### src/sv/pfa_pkg.sv
package pfa_pkg;

  localparam int PAGE_W = 10;
  localparam int REG_W  = 11;
  localparam int CFG_IDX_W = 3;

  typedef enum logic [1:0] {
    OP_INIT  = 2'd0,
    OP_ALLOC = 2'd1,
    OP_FREE  = 2'd2
  } op_t;

  typedef enum logic [1:0] {
    ST_OK       = 2'd0,
    ST_EMPTY    = 2'd1,
    ST_NOT_USED = 2'd2
  } st_t;

  typedef enum logic [CFG_IDX_W-1:0] {
    REG_RAM_PAGES   = 3'd0,
    REG_BIOS_BASE   = 3'd1,
    REG_BIOS_TOP    = 3'd2,
    REG_KERNEL_BASE = 3'd3,
    REG_KERNEL_TOP  = 3'd4
  } reg_idx_t;

  localparam logic [REG_W-1:0] RST_RAM_PAGES   = 11'd1024;
  localparam logic [REG_W-1:0] RST_BIOS_BASE   = 11'd160;
  localparam logic [REG_W-1:0] RST_BIOS_TOP    = 11'd256;
  localparam logic [REG_W-1:0] RST_KERNEL_BASE = 11'd256;
  localparam logic [REG_W-1:0] RST_KERNEL_TOP  = 11'd512;

  typedef enum logic [1:0] {
    S_IDLE   = 2'd0,
    S_FINISH = 2'd1,
    S_WALK   = 2'd2
  } state_t;

  typedef struct packed {
    op_t                operation;
    logic [PAGE_W-1:0]  page_number;
  } item_t;

  typedef struct packed {
    logic [PAGE_W-1:0]  granted_page;
    st_t                status;
  } result_t;

  typedef struct packed {
    logic accept;
    logic walk_step;
    logic finish;
  } ctl_t;

endpackage

### src/sv/pfa_ctrl.sv
module pfa_ctrl (
  input  logic         clk,
  input  logic         rst,
  input  logic         start,
  input  pfa_pkg::op_t operation,
  input  logic         walk_done,
  output logic         busy,
  output pfa_pkg::ctl_t ctl
);
  import pfa_pkg::*;

  state_t state;
  state_t state_next;

  always_ff @(posedge clk) begin
    if (rst) begin
      state <= S_IDLE;
    end else begin
      state <= state_next;
    end
  end

  always_comb begin
    state_next = state;
    case (state)
      S_IDLE: begin
        if (start) begin
          state_next = (operation == OP_INIT) ? S_WALK : S_FINISH;
        end
      end
      S_FINISH: begin
        state_next = S_IDLE;
      end
      S_WALK: begin
        if (walk_done) begin
          state_next = S_IDLE;
        end
      end
      default: begin
        state_next = S_IDLE;
      end
    endcase
  end

  always_comb begin
    busy          = 1'b1;
    ctl.accept    = 1'b0;
    ctl.walk_step = 1'b0;
    ctl.finish    = 1'b0;
    case (state)
      S_IDLE: begin
        busy       = 1'b0;
        ctl.accept = start;
      end
      S_FINISH: begin
        ctl.finish = 1'b1;
      end
      S_WALK: begin
        ctl.walk_step = !walk_done;
        ctl.finish    = walk_done;
      end
      default: begin
        busy = 1'b1;
      end
    endcase
  end

endmodule

### config.mk
export PLATFORM = sky130hd
export DESIGN_NAME = pfa_ctrl
export DESIGN_NICKNAME = d
export VERILOG_FILES = /design/src/sv/pfa_pkg.sv /design/src/sv/pfa_ctrl.sv
export SDC_FILE = /design/constraint.sdc
export NUM_CORES = 1
export LEC_CHECK = 0
export ABC_AREA = 1
export BUFFER_PORTS_ARGS = -buffer_cell sky130_fd_sc_hd__buf_2
export CAP_MARGIN = 20
export CORE_AREA = 4 4 41 43
export CTS_CLUSTER_DIAMETER = 60
export DETAILED_ROUTE_END_ITERATION = 10
export DIE_AREA = 0 0 45 47
export HOLD_SLACK_MARGIN = 0.08
export PLACE_DENSITY_LB_ADDON = 0.08
export RECOVER_POWER = 25
export SKIP_LAST_GASP = 1
export SYNTH_ARGS = -nofsm -noshare
export SYNTH_HDL_FRONTEND = slang
export SYNTH_SLANG_ARGS = --single-unit
### constraint.sdc
create_clock -name clk -period 1 [get_ports clk]
set_input_delay 0.05 -clock clk [delete_from_list [all_inputs] [get_ports clk]]
set_output_delay 0.05 -clock clk [all_outputs]
set_load 0.005 [all_outputs]
# ---- Word level (Yosys, flattened, before mapping)
# Cells that the tools add are included.
dict set report totals {
  regBits 2
  latch_bits 0
  ram_bits 0
  rom_bits 0
  input_bits 6
  wordCells 17
  n_memories 0
}
dict set report classes {
  addsub 0
  mul 0
  div 0
  magnitude_cmp 0
  n_eq_ne 4
  shifts 0
  n_mux 8
  n_bitwise 0
  reduce_logical 4
}
# op count
set ops {}
lappend ops {{$mux W2} 3}
lappend ops {{$logic_not A2 Y1} 2}
lappend ops {{$ne A2 B2 Y1 const B} 2}
lappend ops {{$pmux W2 S2} 1}
lappend ops {{$mux W1} 3}
lappend ops {{$eq A2 B1 Y1 const B} 1}
lappend ops {{$eq A2 B2 Y1 const B} 1}
lappend ops {{$pmux W1 S2} 1}
lappend ops {{$reduce_and A2 Y1} 1}
lappend ops {{$logic_not A1 Y1} 1}

# ---- Longest topological paths before layout
# Gate-level depths: netlist of run 1.
dict set report depth {
  ltp_word 4
  ltp_mapped 6
}

# ---- Worst setup path before layout of run 1
# No wires, ideal clock.
dict set report synth_timing {
  path_type {flip-flop to flip-flop}
  startpoint {reg state[0]}
  endpoint {reg state[1]}
  setup_ns 0.116
  arrival_ns 0.845
  path_slack_ns 0.039
  path_stages_with_launch 7
  path_buffers 0
  period_less_slack_ns 0.961
  path_cell_list {dfxtp_1 > inv_1 > ha_1 > nand2_1 > clkinv_2 > nand3_1 > a21oi_1}
}
dict set report synth_via {
  elab_chain_cells 3
  elab_cells_between_ends 6
}
# element line_no
set synth_lines {}
lappend synth_lines {{start, declared} pfa_ctrl.sv:12} ;# state_t state;
lappend synth_lines {{start signal, assigned} pfa_ctrl.sv:19} ;# state <= state_next;
lappend synth_lines {{$eq A2 B2 Y1 / $logic_not A2 Y1 (equally long branches)} pfa_ctrl.sv:25} ;# case (state)
lappend synth_lines {{$ne A2 B2 Y1 (no source line)} n/a}
lappend synth_lines {{$reduce_and A2 Y1 (no source line)} n/a}
# Parallel ways exist; a longest one is shown, timed or not.
# A chain may end at the register's enable or synchronous reset.

==> summary.md, run 1 <==
| Metric | Value |
|---|---|
| Data arrival, critical path | 1.10 ns |
| WL/cell | 8.21 microns |
| Setup TNS | -0.231 ns |
| Hold Path Class | in2reg |
| Top flop regs | state (2) |
| Met2 GRT Util | 8.47% |
| Buf/Inv on CP | 2 |
| RSZ-0062 raised after global routing | true |
| Max-slew headroom | between 90 and 100% |
| Fin nets | 54 |
| Core ar. | roughly 1300 sq um |
| Ant diodes | 0 |
| Synth area leaders | dfxtp_1, ha_1, inv_1, nand2_1, a21oi_1 |
| Layout cell share with drive strength beyond 1 | 67.4% |
| Iter 0 DRT Violations | 2 |
| GR Util met3 | between 4 and 5% |
| CP max-delay cell | dfxtp_2 |
| Pins Over Slew Limit | 0 |
| DP Cell Count | 54 |
| Tot GR Track Use | ~5.3% |
| CTS buffer count | 3 |
| DIE HEIGHT | between 40 and 50 microns |
| Crit. End Element | output pin |
| Syn Nets | 38 |
| Leakage power | 0.187 nW |
| Max clock buf depth | 2 |
| R2r startpoint | state[1] |
| Largest net degree at the start of global routing | 5 |
| Final wirelength | around 480 microns |
| Final setup viols | 3 |
| Routed vias/inst | 3.48 |
| Ports | 10 |
| Max-cap violation count | 0 |
| Run status | complete, but fails checks |
| Period utilization | 115% |
| Top cell type by total area after synthesis | dfxtp_1 |
| Detailed placement HPWL | about 380 microns |
| Crit path max-delay family | flip-flops |
| Crit path launch type | register |
| Hold path startpoint | operation[0] |
| Top reg by flops | state |
| Setup ws final | -0.152 ns |
| Clock Sinks | 2 |
| Die ar. | 2120 sq um |
| Site Rows | 13 |
| Placer Congestion | roughly 0.68 |
| Worst EP required | 0.95 ns |
| Initial Util | 14.2% |
| Worst-path clk slew | about 0.030 ns |
| H-tree depth | 1 |
| IO buf count | 9 |
| Critical path origin | state[0] |
| Worst-path cell chain | buf_4 -> ha_2 -> a21oi_2 -> nor2_1 -> buf_2 |
| Pre-CTS setup slack | -0.0242 ns |
| Non-Filler Instances | 58 |
| Clk root buf | clkbuf_4 |
| Largest register FFs | 2 |
| Antenna viol nets, final | 0 |
| Final Hold Fails | 0 |
| DRT Pass-1 Iters | 2 |
| Setup Skew | ~0.0045 ns |
| Final hold slack | 0.134 ns |
| Vias in the first global route | 204 |
| Fmax achieved | 868 MHz |
| Worst path max stage delay | 0.31 ns |
| First-pass GRT wire length | 765 microns |
| Total number of vias | around 200 |
| Worst skew pair latency | about 0.22 ns |
| Initial antenna violation count | 0 |
| Area Growth Syn to Fin | 92.6% |
| Mean Syn Cell Area | 6.39 sq um |
| DR DRC count | 0 |
| Power per cell area | 1070 nW/um^2 |
| Final Util | a little over a quarter |
| Die width | 45 microns |
| Sequential cell area fraction in the yosys report | 21.6% |
| Remaining Overflow, GRT | 0 |
| Final min period | 1.15 ns |
| Failing checks | setup timing |
| Worst-Margin Slew | 0.0993 ns |
| Met1 Resource Use GR | roughly 4.5% |
| Mapped Cells | 29 |
| Critical Path Fanout Max | 2 |
| Yosys warns | 0 |
| Register bit total from synthesis | 2 |
| Synth unique cells | 12 |
| GRT busiest layer | met2 |
| Top cell type's share of synthesized area | 21.6% |
| Crit path kind | reg2out |
| Area of the mapped netlist | 185 sq um |
| Max VDD drop | roughly 0.5 mV |
| CTS tree | built |
==> layout by cell type, fill, tap and decap left out <==
cell           n
buf_2          6
inv_2          4
nand2_1        4
inv_1          3
clkbuf_4       3
buf_6          3
inv_4          2
nor2_1         2
nand2_4        2
nand3_1        2
a21oi_1        2
ha_4           2
clkinv_2       1
a21oi_2        1
nand2_2        1
ha_2           1
dlygate4sd3_1  1
buf_4          1
dfxtp_2        1
dfxtp_4        1
==> report_power, final <==
group	leakage (nW)	total (W)	internal, W	switching, W
combinational	0.156	0.000117	0.0000632	0.0000540
sequential	0.0175	0.0000896	0.0000845	0.00000507
clock	0.0138	0.000176	0.000132	0.0000442
==> cells by family (layout without fill, tap and decap cells) <==
family	after synthesis	count (layout)	share of synthesized area [%]
compound gates	3	3	8.11
fa+ha+maj	3	3	20.3
buf+inv	10	24	20.9
flops	2	2	21.6
simple gates	11	11	29.1
==> path summary, 6_finish.rpt <==
kind / end / slack, ns / cells after the start
min reg2reg: state[1] / 0.50 / 2
max: ctl[0] / -0.15 / 5
min: state[1] / 0.13 / 4
max reg2reg: state[1] / 0.05 / 6
==> timing repair <==
action / in CTS / in global routing
setup buffers: 0 / 0
hold buffers: 1 / 0
hold endpoints to repair: 2 / 0
resized for setup: 14 / 5
setup endpoints to repair: 6 / 4
pin swaps: 4 / 0
cloned: 0 / 0
==> Yosys cell counts <==
library cell  instances
nand3_1               2
nand2_4               1
nor2_1                2
nand2_2               1
inv_1                 6
clkinv_1              1
clkinv_2              1
nand2_1               5
ha_1                  3
a21oi_1               3
dfxtp_1               2
inv_2                 2
==> through the flow <==
step                total power [W]  area, sq um
floorplan                  0.000134          185
global placement           0.000168          256
detailed placement         0.000168          256
CTS                        0.000379          338
global route               0.000424          357
finish                     0.000383          357
==> worst register-to-register path, stage by stage, from the launching register on <==
cell     delay, ns
dfxtp_4       0.35
inv_4         0.06
ha_4          0.15
nand2_4       0.05
inv_4         0.05
nand3_1       0.07
a21oi_1       0.14
==> layout make-up <==
type | instances | area, sq um
inverter | 10 | 43.8
multi-input combinational | 17 | 145
fill | 159 | 945
tap | 15 | 18.8
timing repair buffer | 11 | 81.3
clock buffer | 3 | 22.5
sequential | 2 | 45.0
==> routing by layer <==
| layer | part of all wire (%) | vias to the layer above |
|---|---|---|
| met5 | 0 | - |
| met4 | 0 | 0 |
| met3 | 13 | 0 |
| met2 | 44 | 7 |
| met1 | 42 | 84 |
| li1 | - | 111 |
(Power assumes the default switching activity.)
==> inputs of run 2 (changes only) <==
==> constraint.sdc (replaced) <==
create_clock -name clk -period 1 [get_ports clk]
set_input_delay 0.2 -clock clk [delete_from_list [all_inputs] [get_ports clk]]
set_output_delay 0.2 -clock clk [all_outputs]
set_load 0.005 [all_outputs]
==> summary.md, run 2 (same netlist as run 1, synthesis figures left out) <==
| Metric | Value |
|---|---|
| Vias in the first global route | 212 (+3.9%) |
| CTS buffer count | 3 (unchanged) |
| Worst path max stage delay | 0.31 ns (about the same) |
| Final wirelength | 505 microns (+6.1%) |
| IO buf count | 9 (unchanged) |
| CP max-delay cell | dfxtp_2 |
| Top Layer Used | met3 |
| RSZ-0062 raised after global routing | true |
| Crit path kind | reg2out |
| Fmax achieved | 764 MHz (-12%) |
| WL met1 | 186 microns (-7.9%) |
| Period utilization | 131% (+16 points) |
| H-tree depth | 1 (unchanged) |
| Max VDD drop | 0.525 mV (+2.7%) |
| Final Util | 28.8% (+1.4 points) |
| # fillers | 162 (+1.9%) |
| Initial antenna violation count | 0 (unchanged) |
| Worst skew pair latency | 0.22 ns (about the same) |
| Failing checks | setup timing |
| Worst-path cell chain | buf_4 -> ha_2 -> a21oi_1 -> nor2_1 -> buf_2 |
| Area Growth Syn to Fin | 103% |
| Clock Sinks | 2 (unchanged) |
| DRT Pass-1 Iters | 1 (-1) |
| Top flop regs | state (2) |
| Metal2 WL | 276 microns (+31%) |
| First-pass GRT wire length | 759 microns (-0.78%) |
| Cell Area, Placed | 256 sq um (unchanged) |
| Die width | 45 microns (unchanged) |
| Site Rows | 13 (unchanged) |
| Tot GR Track Use | 5.44% (+0.16 points) |
| Crit. End Element | output pin |
| Largest register FFs | 2 (unchanged) |
| Max-slew headroom | 86.4% (-7.0 points) |
| Top reg by flops | state |
| Initial Util | 14.2% (unchanged) |
| Pre-CTS setup slack | -0.137 ns (-0.113 ns) |
| Clk root buf | clkbuf_4 |
| Critical Path Fanout Max | 2 (unchanged) |
| Routed vias/inst | 3.53 (+1.2%) |
| Die ar. | 2120 sq um (unchanged) |
| Ant diodes | 0 (unchanged) |
| Hold Path Class | in2reg |
| Final Hold Fails | 0 (unchanged) |
| Most common cell after layout, fill and taps aside | buf_2 |
| DIE HEIGHT | 47 microns (unchanged) |
| Remaining Overflow, GRT | 0 (unchanged) |
| Layout cell share with drive strength beyond 1 | 81.8% (+14 points) |
| Max clock buf depth | 2 (unchanged) |
| Iter 0 DRT Violations | 0 (-2) |
| Worst EP required | 0.80 ns (-0.15 ns) |
| Setup Skew | 0.00111 ns (-0.00335 ns) |
| Crit path launch type | register |
| Max-cap violation count | 0 (unchanged) |
| Placer Congestion | 0.643 (-6.0%) |
| Detailed placement HPWL | 352 microns (-6.7%) |
| Ports | 10 (unchanged) |
| Metal3 WL | 41 microns (-35%) |
| Final min period | 1.31 ns (+0.157 ns) |
| Largest net degree at the start of global routing | 5 (unchanged) |
| Power per cell area | 1080 nW/um^2 (+0.14%) |
| CTS Hold Buffers Added | 0 (-1) |
| DR DRC count | 0 (unchanged) |
| Final setup viols | 6 (+3) |
| Fin nets | 55 (+1.9%) |
| Data arrival, critical path | 1.11 ns (about the same) |
| Commonest non-fill, non-tap cells in the layout | buf_2, inv_2 |
| Worst-Margin Slew | 0.203 ns (+0.104 ns) |
| Total number of vias | 208 (+3.0%) |
| Setup ws final | -0.309 ns (-0.157 ns) |
| Cell area after layout | 375 sq um (+5.3%) |
| Crit path max-delay family | flip-flops |
| Worst-path clk slew | 0.03 ns (about the same) |
| Leakage power | 0.195 nW (+4.2%) |
| Buf/Inv on CP | 2 (unchanged) |
| WL/cell | 8.56 microns (+4.3%) |
| Reg2reg setup slack | -0.03 ns (-0.08 ns) |
| CTS tree | built |
| Pins Over Slew Limit | 0 (unchanged) |
| Antenna viol nets, final | 0 (unchanged) |
| Run status | complete, but fails checks |
| Core ar. | 1300 sq um (unchanged) |
run 2: changes by cell type in the layout (fill, tap and decap cells not counted), moves of 2 or more:
cell     change
nand3_4      +2
buf_2        +2
nand2_1      -2
nand3_1      -2
nand2_2      +2
run 2: path summary, 6_finish.rpt:
kind,end,from,cells after the start
min reg2reg,state[1],state[1],2
max,ctl[0],state[0],5
max reg2reg,state[1],state[1],7
min,state[1],rst,2
run 2: what timing repair did:
item | 4_1_cts | 5_1_grt
pin swaps | 4 | 6
resized for setup | 15 | 8
setup buffers | 1 | 1
hold endpoints to repair | 0 | 0
setup endpoints to repair | 6 | 6
cloned | 0 | 0
run 2: final cells by class:
cell class	count	area, sq um	area share [%]
multi-input cells	17	169	45.0
repair buffers	12	81.3	21.7
flip-flops and latches	2	42.5	11.3
inverters	10	41.3	11.0
clock buffers	3	22.5	6.00
well taps	15	18.8	5.00
run 2: metal layers:
metal	up-vias	track usage, %
met5	-	0
li1	113	-
met2	6	9.04
met1	89	4.98
met4	0	7.02
met3	0	1.15
run 2: power by group:
group	total (W)	internal [W]	switching (W)
Sequential	0.0000899	0.0000863	0.00000361
Combinational	0.000138	0.0000727	0.0000654
Clock	0.000176	0.000132	0.0000437
Total	0.000404	0.000291	0.000113
run 2: stage by stage:
step / power, W / std cells / setup TNS, ns / hold WS [ns]
2_1_floorplan: 0.000134 / 29 / 0 / 0.269
3_3_place_gp: 0.000168 / 54 / -0.315 / 0.378
3_5_place_dp: 0.000168 / 54 / -0.358 / 0.381
4_1_cts: 0.000389 / 58 / -0.946 / 0.148
5_1_grt: 0.000448 / 59 / -1.30 / 0.150
6_report: 0.000404 / 59 / -0.914 / 0.157
